$ cat config.mk
export PLATFORM = sky130hd
export DESIGN_NAME = ac_rms_voltage_meter_flat
export DESIGN_NICKNAME = d
export VERILOG_FILES = /design/src/design/acrms_pkg.sv /design/src/design/acrms_in_if.sv /design/src/design/acrms_out_if.sv /design/src/design/acrms_cfg_if.sv /design/src/design/acrms_div.sv /design/src/design/acrms_sqrt.sv /design/src/design/ac_rms_voltage_meter.sv /design/src/flat_wrapper.sv
export SDC_FILE = /design/constraint.sdc
export NUM_CORES = 1
export LEC_CHECK = 0
export ABC_AREA = 1
export BUFFER_PORTS_ARGS = -buffer_cell sky130_fd_sc_hd__buf_2
export CAP_MARGIN = 20
export CORE_MARGIN = 2
export CORE_UTILIZATION = 38
export DETAILED_ROUTE_END_ITERATION = 7
export PLACE_DENSITY = 0.64
export SETUP_SLACK_MARGIN = 0.4
export SYNTH_ARGS = -nofsm -noshare
export SYNTH_HDL_FRONTEND = slang
export SYNTH_HIERARCHICAL = 1
export SYNTH_SLANG_ARGS = --single-unit
$ cat constraint.sdc
create_clock -name clk -period 6.5 [get_ports clk]
set_input_delay 0.65 -clock clk [delete_from_list [all_inputs] [get_ports clk]]
set_output_delay 0.65 -clock clk [all_outputs]
set_load 0.02 [all_outputs]
$ cat src/design/acrms_pkg.sv
// Shared types and constants of the AC RMS voltage meter.
package acrms_pkg;

  localparam int SAMPLE_W   = 12;
  localparam int RMS_W      = 20;
  localparam int VOLTS_W    = 32;
  localparam int SPW_W      = 16;
  localparam int WTA_W      = 8;
  localparam int VPC_W      = 32;
  localparam int FRAC_W     = 8;
  localparam int CFG_IDX_W  = 2;
  localparam int CFG_DATA_W = 32;

  localparam logic [CFG_IDX_W-1:0] REG_SAMPLES_PER_WINDOW  = 2'd0;
  localparam logic [CFG_IDX_W-1:0] REG_WINDOWS_TO_AVERAGE  = 2'd1;
  localparam logic [CFG_IDX_W-1:0] REG_VOLTS_PER_COUNT_Q16 = 2'd2;

  localparam logic [SPW_W-1:0] SPW_RESET = 16'd1000;
  localparam logic [WTA_W-1:0] WTA_RESET = 8'd1;
  localparam logic [VPC_W-1:0] VPC_RESET = 32'd65536;

  typedef enum logic [2:0] {
    ST_IDLE,
    ST_MEAN_DIV,
    ST_SQUARE,
    ST_SQ_DIV,
    ST_ROOT,
    ST_AVG_DIV,
    ST_SCALE,
    ST_PUSH
  } state_t;

endpackage

$ cat src/design/acrms_in_if.sv
// Sample input channel: valid, ready and one ADC sample.
interface acrms_in_if;
  logic                          valid;
  logic                          ready;
  logic [acrms_pkg::SAMPLE_W-1:0] adc_sample;

  modport source (output valid, output adc_sample, input ready);
  modport sink   (input valid, input adc_sample, output ready);
endinterface

$ cat src/design/acrms_out_if.sv
// Result channel: valid, ready and one measurement word.
interface acrms_out_if;
  logic                           valid;
  logic                           ready;
  logic [acrms_pkg::SAMPLE_W-1:0] last_sample;
  logic [acrms_pkg::SAMPLE_W-1:0] zero_offset;
  logic [acrms_pkg::RMS_W-1:0]    rms_counts_q8;
  logic [acrms_pkg::VOLTS_W-1:0]  rms_volts_q16;

  modport source (output valid, output last_sample, output zero_offset,
                  output rms_counts_q8, output rms_volts_q16, input ready);
  modport sink   (input valid, input last_sample, input zero_offset,
                  input rms_counts_q8, input rms_volts_q16, output ready);
endinterface

$ cat src/design/acrms_cfg_if.sv
// Register write channel: valid, ready, register index and write data.
interface acrms_cfg_if;
  logic                             valid;
  logic                             ready;
  logic [acrms_pkg::CFG_IDX_W-1:0]  index;
  logic [acrms_pkg::CFG_DATA_W-1:0] data;

  modport source (output valid, output index, output data, input ready);
  modport sink   (input valid, input index, input data, output ready);
endinterface

$ cat src/design/acrms_div.sv
// Restoring divider, one quotient bit per cycle.
module acrms_div #(
  parameter int DVD_W = 40,
  parameter int DVS_W = 16
) (
  input  logic             clk,
  input  logic             rst_n,
  input  logic             start,
  input  logic [DVD_W-1:0] dividend,
  input  logic [DVS_W-1:0] divisor,
  output logic             busy,
  output logic [DVD_W-1:0] quotient
);

  localparam int CNT_W = $clog2(DVD_W + 1);

  logic [CNT_W-1:0] cnt_r, cnt_nxt;
  logic [DVD_W-1:0] dq_r, dq_nxt;
  logic [DVS_W-1:0] rem_r, rem_nxt;
  logic [DVS_W-1:0] dvs_r, dvs_nxt;
  logic [DVS_W:0]   rsh;
  logic [DVS_W:0]   sub;
  logic             ge;

  assign rsh = {rem_r, dq_r[DVD_W-1]};
  assign sub = rsh - {1'b0, dvs_r};
  assign ge  = rsh >= {1'b0, dvs_r};

  always_comb begin
    cnt_nxt = cnt_r;
    dq_nxt  = dq_r;
    rem_nxt = rem_r;
    dvs_nxt = dvs_r;
    if (start) begin
      cnt_nxt = CNT_W'(DVD_W);
      dq_nxt  = dividend;
      rem_nxt = '0;
      dvs_nxt = divisor;
    end else if (cnt_r != '0) begin
      cnt_nxt = cnt_r - CNT_W'(1);
      dq_nxt  = {dq_r[DVD_W-2:0], ge};
      rem_nxt = ge ? sub[DVS_W-1:0] : rsh[DVS_W-1:0];
    end
  end

  always_ff @(posedge clk) begin
    if (!rst_n) begin
      cnt_r <= '0;
    end else begin
      cnt_r <= cnt_nxt;
    end
  end

  always_ff @(posedge clk) begin
    dq_r  <= dq_nxt;
    rem_r <= rem_nxt;
    dvs_r <= dvs_nxt;
  end

  assign busy     = cnt_r != '0;
  assign quotient = dq_r;

endmodule

$ cat src/design/acrms_sqrt.sv
// Integer square root, one root bit per cycle from two radicand bits.
module acrms_sqrt #(
  parameter int RAD_W = 40
) (
  input  logic               clk,
  input  logic               rst_n,
  input  logic               start,
  input  logic [RAD_W-1:0]   radicand,
  output logic               busy,
  output logic [RAD_W/2-1:0] root
);

  localparam int RT_W  = RAD_W / 2;
  localparam int CNT_W = $clog2(RT_W + 1);

  logic [CNT_W-1:0] cnt_r, cnt_nxt;
  logic [RAD_W-1:0] rad_r, rad_nxt;
  logic [RT_W+1:0]  rem_r, rem_nxt;
  logic [RT_W-1:0]  root_r, root_nxt;
  logic [RT_W+2:0]  rsh;
  logic [RT_W+2:0]  trial;
  logic [RT_W+2:0]  diff;
  logic             ge;

  assign rsh   = {rem_r[RT_W:0], rad_r[RAD_W-1 -: 2]};
  assign trial = {1'b0, root_r, 2'b01};
  assign diff  = rsh - trial;
  assign ge    = rsh >= trial;

  always_comb begin
    cnt_nxt  = cnt_r;
    rad_nxt  = rad_r;
    rem_nxt  = rem_r;
    root_nxt = root_r;
    if (start) begin
      cnt_nxt  = CNT_W'(RT_W);
      rad_nxt  = radicand;
      rem_nxt  = '0;
      root_nxt = '0;
    end else if (cnt_r != '0) begin
      cnt_nxt  = cnt_r - CNT_W'(1);
      rad_nxt  = {rad_r[RAD_W-3:0], 2'b00};
      rem_nxt  = ge ? diff[RT_W+1:0] : rsh[RT_W+1:0];
      root_nxt = {root_r[RT_W-2:0], ge};
    end
  end

  always_ff @(posedge clk) begin
    if (!rst_n) begin
      cnt_r <= '0;
    end else begin
      cnt_r <= cnt_nxt;
    end
  end

  always_ff @(posedge clk) begin
    rad_r  <= rad_nxt;
    rem_r  <= rem_nxt;
    root_r <= root_nxt;
  end

  assign busy = cnt_r != '0;
  assign root = root_r;

endmodule

$ cat src/design/ac_rms_voltage_meter.sv
// Top level of the AC RMS voltage meter with zero-point removal.
//
//   channel  dir  word                                                   handshake
//   in_ch    in   adc_sample                                             valid/ready
//   out_ch   out  last_sample, zero_offset, rms_counts_q8, rms_volts_q16 valid/ready
//   cfg_ch   in   index, data                                            valid/ready
//
// Mean-phase samples are accumulated directly. Square-phase samples pass through the
// bit-serial shift-add multiplier. The last sample of a phase adds a pass through the
// restoring divider; the last sample of a window adds the root unit; the last of a group
// adds another divide, a multiplier pass and the output load.
// Reset (synchronous, rst_n low) clears the control state and loads register defaults.
// A waiting result does not block input; a second result holds until out_ch is free.
module ac_rms_voltage_meter #(
  parameter int ADC_BITS = 12
) (
  input  logic         clk,
  input  logic         rst_n,
  acrms_in_if.sink     in_ch,
  acrms_out_if.source  out_ch,
  acrms_cfg_if.sink    cfg_ch
);

  localparam int S_W    = (ADC_BITS < acrms_pkg::SAMPLE_W) ? ADC_BITS : acrms_pkg::SAMPLE_W;
  localparam int MEAN_W = S_W + acrms_pkg::SPW_W;
  localparam int SQ_W   = 2 * S_W + acrms_pkg::SPW_W;
  localparam int RT_W   = S_W + acrms_pkg::FRAC_W;
  localparam int RACC_W = RT_W + acrms_pkg::WTA_W;
  localparam int PW     = acrms_pkg::VPC_W + RT_W;
  localparam int MCNT_W = $clog2(RT_W + 1);
  localparam int VSAT_B = acrms_pkg::VOLTS_W + acrms_pkg::FRAC_W;

  acrms_pkg::state_t state_r, state_nxt;

  logic                          phase_r, phase_nxt;
  logic [acrms_pkg::SPW_W-1:0]   cnt_r, cnt_nxt;
  logic [MEAN_W-1:0]             mean_acc_r, mean_acc_nxt;
  logic [S_W-1:0]                zp_r, zp_nxt;
  logic [SQ_W-1:0]               sq_acc_r, sq_acc_nxt;
  logic [RACC_W-1:0]             root_acc_r, root_acc_nxt;
  logic [acrms_pkg::WTA_W-1:0]   win_r, win_nxt;
  logic [S_W-1:0]                latest_r, latest_nxt;
  logic [acrms_pkg::SPW_W-1:0]   spw_r, spw_nxt;
  logic [acrms_pkg::WTA_W-1:0]   wta_r, wta_nxt;
  logic [acrms_pkg::VPC_W-1:0]   vpc_r, vpc_nxt;
  logic                          out_valid_r, out_valid_nxt;
  logic [MCNT_W-1:0]             mcnt_r, mcnt_nxt;

  logic [RT_W-1:0]               avg_r, avg_nxt;
  logic [acrms_pkg::VPC_W-1:0]   mcand_r, mcand_nxt;
  logic [PW-1:0]                 prod_r, prod_nxt;
  logic [acrms_pkg::SAMPLE_W-1:0] out_last_r, out_last_nxt;
  logic [acrms_pkg::SAMPLE_W-1:0] out_zero_r, out_zero_nxt;
  logic [acrms_pkg::RMS_W-1:0]   out_rms_r, out_rms_nxt;
  logic [acrms_pkg::VOLTS_W-1:0] out_volts_r, out_volts_nxt;

  logic                          div_start;
  logic [SQ_W-1:0]               div_dvd;
  logic [acrms_pkg::SPW_W-1:0]   div_dvs;
  logic                          div_busy;
  logic [SQ_W-1:0]               div_q;
  logic                          sqrt_start;
  logic                          sqrt_busy;
  logic [RT_W-1:0]               sqrt_root;

  logic                          mul_load;
  logic [acrms_pkg::VPC_W-1:0]   mul_x;
  logic [RT_W-1:0]               mul_y;
  logic [acrms_pkg::VPC_W:0]     msum;

  logic                          in_acc;
  logic                          out_acc;
  logic [S_W-1:0]                smp;
  logic [S_W:0]                  diff;
  logic [S_W-1:0]                absd;
  logic [acrms_pkg::SPW_W-1:0]   n_eff;
  logic [acrms_pkg::WTA_W-1:0]   m_eff;
  logic [acrms_pkg::SPW_W-1:0]   cnt_inc;
  logic [MEAN_W-1:0]             macc_sum;
  logic [SQ_W-1:0]               sq_sum;
  logic [RACC_W-1:0]             racc_sum;
  logic [acrms_pkg::WTA_W-1:0]   win_inc;
  logic [acrms_pkg::VOLTS_W-1:0] volts;

  acrms_div #(
    .DVD_W (SQ_W),
    .DVS_W (acrms_pkg::SPW_W)
  ) u_div (
    .clk      (clk),
    .rst_n    (rst_n),
    .start    (div_start),
    .dividend (div_dvd),
    .divisor  (div_dvs),
    .busy     (div_busy),
    .quotient (div_q)
  );

  acrms_sqrt #(
    .RAD_W (SQ_W)
  ) u_sqrt (
    .clk      (clk),
    .rst_n    (rst_n),
    .start    (sqrt_start),
    .radicand ({div_q[2*S_W-1:0], {(2*acrms_pkg::FRAC_W){1'b0}}}),
    .busy     (sqrt_busy),
    .root     (sqrt_root)
  );

  assign in_ch.ready  = state_r == acrms_pkg::ST_IDLE;
  assign cfg_ch.ready = 1'b1;
  assign in_acc       = in_ch.valid && in_ch.ready;
  assign out_acc      = out_valid_r && out_ch.ready;

  assign smp      = in_ch.adc_sample[S_W-1:0];
  assign diff     = {1'b0, smp} - {1'b0, zp_r};
  assign absd     = diff[S_W] ? S_W'(-diff) : diff[S_W-1:0];
  assign n_eff    = (spw_r == '0) ? acrms_pkg::SPW_W'(1) : spw_r;
  assign m_eff    = (wta_r == '0) ? acrms_pkg::WTA_W'(1) : wta_r;
  assign cnt_inc  = cnt_r + acrms_pkg::SPW_W'(1);
  assign macc_sum = mean_acc_r + MEAN_W'(smp);
  assign sq_sum   = sq_acc_r + SQ_W'(prod_r[2*S_W-1:0]);
  assign racc_sum = root_acc_r + RACC_W'(sqrt_root);
  assign win_inc  = win_r + acrms_pkg::WTA_W'(1);
  assign msum     = {1'b0, prod_r[PW-1:RT_W]}
                  + (prod_r[0] ? {1'b0, mcand_r} : {(acrms_pkg::VPC_W+1){1'b0}});
  assign volts    = (|prod_r[PW-1:VSAT_B]) ? '1 : prod_r[VSAT_B-1:acrms_pkg::FRAC_W];

  always_comb begin
    state_nxt     = state_r;
    phase_nxt     = phase_r;
    cnt_nxt       = cnt_r;
    mean_acc_nxt  = mean_acc_r;
    zp_nxt        = zp_r;
    sq_acc_nxt    = sq_acc_r;
    root_acc_nxt  = root_acc_r;
    win_nxt       = win_r;
    latest_nxt    = latest_r;
    avg_nxt       = avg_r;
    out_valid_nxt = out_valid_r;
    out_last_nxt  = out_last_r;
    out_zero_nxt  = out_zero_r;
    out_rms_nxt   = out_rms_r;
    out_volts_nxt = out_volts_r;
    div_start     = 1'b0;
    div_dvd       = '0;
    div_dvs       = '0;
    sqrt_start    = 1'b0;
    mul_load      = 1'b0;
    mul_x         = '0;
    mul_y         = '0;

    if (out_acc) begin
      out_valid_nxt = 1'b0;
    end

    unique case (state_r)
      acrms_pkg::ST_IDLE: begin
        if (in_acc) begin
          latest_nxt = smp;
          cnt_nxt    = cnt_inc;
          if (!phase_r) begin
            if (cnt_inc >= n_eff) begin
              div_start    = 1'b1;
              div_dvd      = SQ_W'(macc_sum);
              div_dvs      = cnt_inc;
              mean_acc_nxt = '0;
              state_nxt    = acrms_pkg::ST_MEAN_DIV;
            end else begin
              mean_acc_nxt = macc_sum;
            end
          end else begin
            mul_load  = 1'b1;
            mul_x     = acrms_pkg::VPC_W'(absd);
            mul_y     = RT_W'(absd);
            state_nxt = acrms_pkg::ST_SQUARE;
          end
        end
      end
      acrms_pkg::ST_MEAN_DIV: begin
        if (!div_busy) begin
          zp_nxt    = div_q[S_W-1:0];
          cnt_nxt   = '0;
          phase_nxt = 1'b1;
          state_nxt = acrms_pkg::ST_IDLE;
        end
      end
      acrms_pkg::ST_SQUARE: begin
        if (mcnt_r == '0) begin
          if (cnt_r < n_eff) begin
            sq_acc_nxt = sq_sum;
            state_nxt  = acrms_pkg::ST_IDLE;
          end else begin
            div_start  = 1'b1;
            div_dvd    = sq_sum;
            div_dvs    = cnt_r;
            sq_acc_nxt = '0;
            state_nxt  = acrms_pkg::ST_SQ_DIV;
          end
        end
      end
      acrms_pkg::ST_SQ_DIV: begin
        if (!div_busy) begin
          sqrt_start = 1'b1;
          state_nxt  = acrms_pkg::ST_ROOT;
        end
      end
      acrms_pkg::ST_ROOT: begin
        if (!sqrt_busy) begin
          cnt_nxt   = '0;
          phase_nxt = 1'b0;
          if (win_inc < m_eff) begin
            root_acc_nxt = racc_sum;
            win_nxt      = win_inc;
            state_nxt    = acrms_pkg::ST_IDLE;
          end else begin
            div_start    = 1'b1;
            div_dvd      = SQ_W'(racc_sum);
            div_dvs      = acrms_pkg::SPW_W'(win_inc);
            root_acc_nxt = '0;
            win_nxt      = '0;
            state_nxt    = acrms_pkg::ST_AVG_DIV;
          end
        end
      end
      acrms_pkg::ST_AVG_DIV: begin
        if (!div_busy) begin
          avg_nxt   = div_q[RT_W-1:0];
          mul_load  = 1'b1;
          mul_x     = vpc_r;
          mul_y     = div_q[RT_W-1:0];
          state_nxt = acrms_pkg::ST_SCALE;
        end
      end
      acrms_pkg::ST_SCALE: begin
        if (mcnt_r == '0) begin
          state_nxt = acrms_pkg::ST_PUSH;
        end
      end
      acrms_pkg::ST_PUSH: begin
        if (!out_valid_r || out_ch.ready) begin
          out_valid_nxt = 1'b1;
          out_last_nxt  = acrms_pkg::SAMPLE_W'(latest_r);
          out_zero_nxt  = acrms_pkg::SAMPLE_W'(zp_r);
          out_rms_nxt   = acrms_pkg::RMS_W'(avg_r);
          out_volts_nxt = volts;
          state_nxt     = acrms_pkg::ST_IDLE;
        end
      end
      default: begin
        state_nxt = acrms_pkg::ST_IDLE;
      end
    endcase
  end

  always_comb begin
    mcand_nxt = mcand_r;
    prod_nxt  = prod_r;
    mcnt_nxt  = mcnt_r;
    if (mul_load) begin
      mcand_nxt = mul_x;
      prod_nxt  = PW'(mul_y);
      mcnt_nxt  = MCNT_W'(RT_W);
    end else if (mcnt_r != '0) begin
      prod_nxt = {msum, prod_r[RT_W-1:1]};
      mcnt_nxt = mcnt_r - MCNT_W'(1);
    end
  end

  always_comb begin
    spw_nxt = spw_r;
    wta_nxt = wta_r;
    vpc_nxt = vpc_r;
    if (cfg_ch.valid && cfg_ch.ready) begin
      unique case (cfg_ch.index)
        acrms_pkg::REG_SAMPLES_PER_WINDOW:  spw_nxt = cfg_ch.data[acrms_pkg::SPW_W-1:0];
        acrms_pkg::REG_WINDOWS_TO_AVERAGE:  wta_nxt = cfg_ch.data[acrms_pkg::WTA_W-1:0];
        acrms_pkg::REG_VOLTS_PER_COUNT_Q16: vpc_nxt = cfg_ch.data[acrms_pkg::VPC_W-1:0];
        default: begin
        end
      endcase
    end
  end

  always_ff @(posedge clk) begin
    if (!rst_n) begin
      state_r     <= acrms_pkg::ST_IDLE;
      phase_r     <= 1'b0;
      cnt_r       <= '0;
      mean_acc_r  <= '0;
      zp_r        <= '0;
      sq_acc_r    <= '0;
      root_acc_r  <= '0;
      win_r       <= '0;
      latest_r    <= '0;
      spw_r       <= acrms_pkg::SPW_RESET;
      wta_r       <= acrms_pkg::WTA_RESET;
      vpc_r       <= acrms_pkg::VPC_RESET;
      out_valid_r <= 1'b0;
      mcnt_r      <= '0;
    end else begin
      state_r     <= state_nxt;
      phase_r     <= phase_nxt;
      cnt_r       <= cnt_nxt;
      mean_acc_r  <= mean_acc_nxt;
      zp_r        <= zp_nxt;
      sq_acc_r    <= sq_acc_nxt;
      root_acc_r  <= root_acc_nxt;
      win_r       <= win_nxt;
      latest_r    <= latest_nxt;
      spw_r       <= spw_nxt;
      wta_r       <= wta_nxt;
      vpc_r       <= vpc_nxt;
      out_valid_r <= out_valid_nxt;
      mcnt_r      <= mcnt_nxt;
    end
  end

  always_ff @(posedge clk) begin
    avg_r       <= avg_nxt;
    mcand_r     <= mcand_nxt;
    prod_r      <= prod_nxt;
    out_last_r  <= out_last_nxt;
    out_zero_r  <= out_zero_nxt;
    out_rms_r   <= out_rms_nxt;
    out_volts_r <= out_volts_nxt;
  end

  assign out_ch.valid         = out_valid_r;
  assign out_ch.last_sample   = out_last_r;
  assign out_ch.zero_offset   = out_zero_r;
  assign out_ch.rms_counts_q8 = out_rms_r;
  assign out_ch.rms_volts_q16 = out_volts_r;

endmodule

$ cat src/flat_wrapper.sv
// flat-port wrapper written by rule: the top's interface ports become plain ports
module ac_rms_voltage_meter_flat 
#(
  parameter int ADC_BITS = 12
)
  (clk, rst_n, in_ch_valid, in_ch_adc_sample, in_ch_ready, out_ch_valid, out_ch_last_sample, out_ch_zero_offset, out_ch_rms_counts_q8, out_ch_rms_volts_q16, out_ch_ready, cfg_ch_valid, cfg_ch_index, cfg_ch_data, cfg_ch_ready);
  acrms_in_if in_ch_i ();
  acrms_out_if out_ch_i ();
  acrms_cfg_if cfg_ch_i ();
  input  logic clk;
  input  logic rst_n;
  input wire logic [$bits(in_ch_i.valid)-1:0] in_ch_valid;
  input wire logic [$bits(in_ch_i.adc_sample)-1:0] in_ch_adc_sample;
  output wire logic [$bits(in_ch_i.ready)-1:0] in_ch_ready;
  output wire logic [$bits(out_ch_i.valid)-1:0] out_ch_valid;
  output wire logic [$bits(out_ch_i.last_sample)-1:0] out_ch_last_sample;
  output wire logic [$bits(out_ch_i.zero_offset)-1:0] out_ch_zero_offset;
  output wire logic [$bits(out_ch_i.rms_counts_q8)-1:0] out_ch_rms_counts_q8;
  output wire logic [$bits(out_ch_i.rms_volts_q16)-1:0] out_ch_rms_volts_q16;
  input wire logic [$bits(out_ch_i.ready)-1:0] out_ch_ready;
  input wire logic [$bits(cfg_ch_i.valid)-1:0] cfg_ch_valid;
  input wire logic [$bits(cfg_ch_i.index)-1:0] cfg_ch_index;
  input wire logic [$bits(cfg_ch_i.data)-1:0] cfg_ch_data;
  output wire logic [$bits(cfg_ch_i.ready)-1:0] cfg_ch_ready;
  assign in_ch_i.valid = in_ch_valid;
  assign in_ch_i.adc_sample = in_ch_adc_sample;
  assign in_ch_ready = in_ch_i.ready;
  assign out_ch_valid = out_ch_i.valid;
  assign out_ch_last_sample = out_ch_i.last_sample;
  assign out_ch_zero_offset = out_ch_i.zero_offset;
  assign out_ch_rms_counts_q8 = out_ch_i.rms_counts_q8;
  assign out_ch_rms_volts_q16 = out_ch_i.rms_volts_q16;
  assign out_ch_i.ready = out_ch_ready;
  assign cfg_ch_i.valid = cfg_ch_valid;
  assign cfg_ch_i.index = cfg_ch_index;
  assign cfg_ch_i.data = cfg_ch_data;
  assign cfg_ch_ready = cfg_ch_i.ready;
  ac_rms_voltage_meter #(.ADC_BITS(ADC_BITS)) u_core (.clk(clk), .rst_n(rst_n), .in_ch(in_ch_i), .out_ch(out_ch_i), .cfg_ch(cfg_ch_i));
endmodule
==> key figures <==
Outcome
  • Status: complete, no violations

Logic synthesis
  • Post-synth EDFFs: 244
  • #FFs+latches synth: 554
  • Mapped Area: 33,300 um^2
  • Top cell type's share of synthesized area: 0.220
  • Sequential share of the synthesized area: 0.407
  • Top FF cell, synth: dfxtp_1
  • Netlist cell types: 58
  • Ys Warns: 6
  • Synthesized area per cell: 7.22 um^2
  • Cells after Synth: 4,610
  • Largest area contributor in the netlist: edfxtp_1
  • Asr flop ratio synth: 0
  • Synth top area cells: edfxtp_1, dfxtp_1, nand2_1

Floorplanning
  • Die span in y: 300 um
  • Die Wd: 300 um
  • I/O Pins: 130
  • Initial core utilization: 0.384
  • Die area: 89,900 um^2
  • Number of placement rows: 108
  • Core Region: 86,800 um^2

Finish
  • Area grow syn2layout: 11.5%
  • Layout cells sized above 1: 0.0755
  • Nets: 4,945
  • Final Non-Filler Cells: 5,914

Critical path
  • R2r startpoint: u_core/cnt_r[1]
  • Worst Path Arrival: 4.87 ns
  • Worst Setup SP: u_core/cnt_r[1]
  • Critical path peak fanout: 40
  • Worst Path Required: 6.79 ns
  • Reg-to-reg setup timing slack: 1.92 ns
  • CP startpoint kind: flip-flop
  • Crit. End Element: flip-flop
  • Reg-to-reg endpoint: u_core/u_div/quotient[33]
  • Reg2reg path depth: 22
  • WS Path Type: reg -> reg

Global routing
  • Largest net degree at the start of global routing: 89
  • Number of global-route vias before repair: 28,100
  • Total GRT Usage: 0.213
  • First-pass GRT wire length: 154,000 um
  • Remaining global-route overflow: 0
  • Antenna violations before repair: 4

STA
  • Worst Clk Skew: 0.0387 ns
  • Setup TNS: 0 ns
  • RSZ-0062 raised after global routing: no
  • Relative slew slack: 0.285
  • Final setup violation count: 0
  • Worst-Margin Slew: 1.07 ns
  • Max Fclk: 218 MHz
  • Final Hold Fails: 0
  • Slew Limit Fails: 0
  • Final min period: 4.58 ns
  • Crit share post-route: 0.704

Placed design
  • Placed instance count: 5,798
  • Hpwl dp: 73,200 um
  • # port buffers: 128
  • Placer Congestion: 0.968

Clock tree
  • Htree depth: 2
  • Clock buffer depth: 3
  • CTS buffer count: 60
  • CTS Sinks: 554
  • CTS tree: done
  • Clk_lat worst skew: 0.68 ns
  • Clk slew on worst S/H paths: 0.06 ns
  • CTS Root Cell: clkbuf_16
  • Postcts setup bufs: 0
  • Post-cts resize count: 0
  • # hold bufs at CTS: 0

Detailed routing
  • DRT antenna net count: 0
  • Wirelength per Cell: 16.4 um
  • Post-route DRC: 0
  • WL final: 97,100 um
  • Vias: 30,100
  • Drt via density: 5.08
  • Pre-antenna DRT Iters: 7
  • 1st-iter DRT viols: 2,742

Power and ir drop
  • PwrDens: 449 nW/um^2
  • Leakage: 0.0168 uW
  • Maximum VDD drop: 0.298 mV

Worst hold path
  • Hold Crit Start: cfg_ch_data[6]
  • Hold Path End: u_core/spw_r[6]
  • WHS Path Cells: 3
  • Worst Hold Class: in -> reg

Flow run
  • Max-cap check violation count: 0
power breakdown:
group          total, uW  switching, uW  internal, uW
registers           5440            730          4710
clock network       3560           1540          2020
logic               7670           5150          2510
total              16700           7430          9240
layout make-up:
type | count | area (um^2)
clock buffer | 72 | 1600
fill | 8889 | 49700
timing repair buffer | 156 | 851
clock inverter | 42 | 465
sequential | 554 | 13500
antenna | 2 | 5.00
inverter | 600 | 2250
tap | 1155 | 1450
multi-input combinational | 3333 | 16900
worst max-delay path, stage by stage (launching register included):
cell and delay (ns):
dfxtp_1 0.41, ha_1 0.21, nand3_1 0.13, nor2_1 0.18, nand4_1 0.21, nor3_1 0.19
nand3_1 0.15, nor2_1 0.12, nand2_1 0.07, nand2_1 0.09, inv_1 0.06, ha_1 0.26
nand2_1 0.08, nor3_1 0.26, nand3_1 0.14, nand3_1 0.17, nand2_1 0.07, buf_4 0.20
o211ai_1 0.18, buf_4 0.33, nor2_4 0.14, inv_1 0.08, buf_4 0.45
layout by cell type (no fill, tap or decap), types with 11 or more instances in the layout:
cell type   count
nor2_1        340
inv_2          21
clkinv_2       14
nand4_1        59
nor2_2         11
o21ai_0       198
clkinvlp_4     13
clkbuf_16      60
a21oi_1       364
nand2_1      1469
nand2_2        19
ha_1          183
o211ai_1       20
o21bai_1       13
o22ai_1        27
buf_2         128
inv_1         575
nand3_1       313
a22oi_1        14
xor2_1         67
o21a_1         11
nor3_1         47
conb_1         17
xnor2_1        42
dfxtp_1       310
edfxtp_1      244
nor2_4         15
nand3b_1       22
buf_4          28
metal layers:
layer	vias to the layer above	GRT usage	routed length, um
li1	15200	-	-
met1	13800	0.297	44900
met2	902	0.344	43300
met3	133	0.0262	6020
met4	0	0.0648	2810
met5	-	0	0
through the flow:
step                      power (uW)  utilization  area, um^2  hold slack [ns]  worst slack, ns
after global routing           18000        0.428       37100            0.250             1.39
final                          16700        0.428       37100            0.236             1.92
after global placement         13000        0.404       35000            0.403             2.01
after floorplan                11000            -       33300            0.400             1.53
after detailed placement       13100        0.404       35000            0.405             1.98
after CTS                      16700        0.427       37100            0.200             1.96
cell families (layout without fill, tap and decap cells):
kind of cell / after synthesis / after routing / share of synthesized area
AND/OR/NAND/NOR: 2331 / 2331 / 0.293
other: 2 / 19 / 0.000226
buffers and inverters: 738 / 870 / 0.0869
XOR/XNOR: 109 / 109 / 0.0287
adder cells (fa/ha/maj): 189 / 189 / 0.0724
flip-flops: 554 / 554 / 0.407
AO/OA/AOI/OAI: 687 / 687 / 0.112
registers in the layout (all words and copies together), names as in the netlist, 8 cells and up:
name,count
u_core/wta_r,8
u_core/u_div/quotient,40
u_core/prod_r,52
u_core/spw_r,16
u_core/mcand_r,32
u_core/u_div/rem_r,16
u_core/u_sqrt/root,20
u_core/u_sqrt/rem_r,21
u_core/win_r,8
u_core/avg_r,20
u_core/out_ch.rms_volts_q16,32
u_core/cnt_r,16
u_core/latest_r,12
u_core/out_ch.zero_offset,12
u_core/root_acc_r,28
u_core/zp_r,12
u_core/out_ch.rms_counts_q8,20
u_core/sq_acc_r,40
u_core/mean_acc_r,28
u_core/u_div/dvs_r,16
u_core/vpc_r,32
u_core/u_sqrt/rad_r,40
u_core/out_ch.last_sample,12
worst max-delay path by stage:
stage / to / slack, ns
2_1_floorplan: u_core/u_div/quotient[0] / 1.53
3_3_place_gp: u_core/u_div/quotient[21] / 2.01
3_5_place_dp: u_core/u_div/quotient[21] / 1.98
4_1_cts: u_core/u_div/quotient[33] / 1.96
5_1_grt: u_core/u_div/quotient[33] / 1.39
6_report: u_core/u_div/quotient[33] / 1.92
cells in the mapped netlist, drive strengths merged, types with 7 or more instances:
library cell,count
a211oi,7
a21oi,364
a22oi,14
buf,59
clkbuf,79
dfxtp,310
edfxtp,244
ha,183
inv,597
nand2,1491
nand3,316
nand3b,22
nand4,60
nor2,366
nor3,50
nor4,9
o211ai,20
o21a,11
o21ai,209
o21bai,13
o22ai,27
or2,9
xnor2,42
xor2,67
No activity file was read; power rests on OpenSTA's default activity.
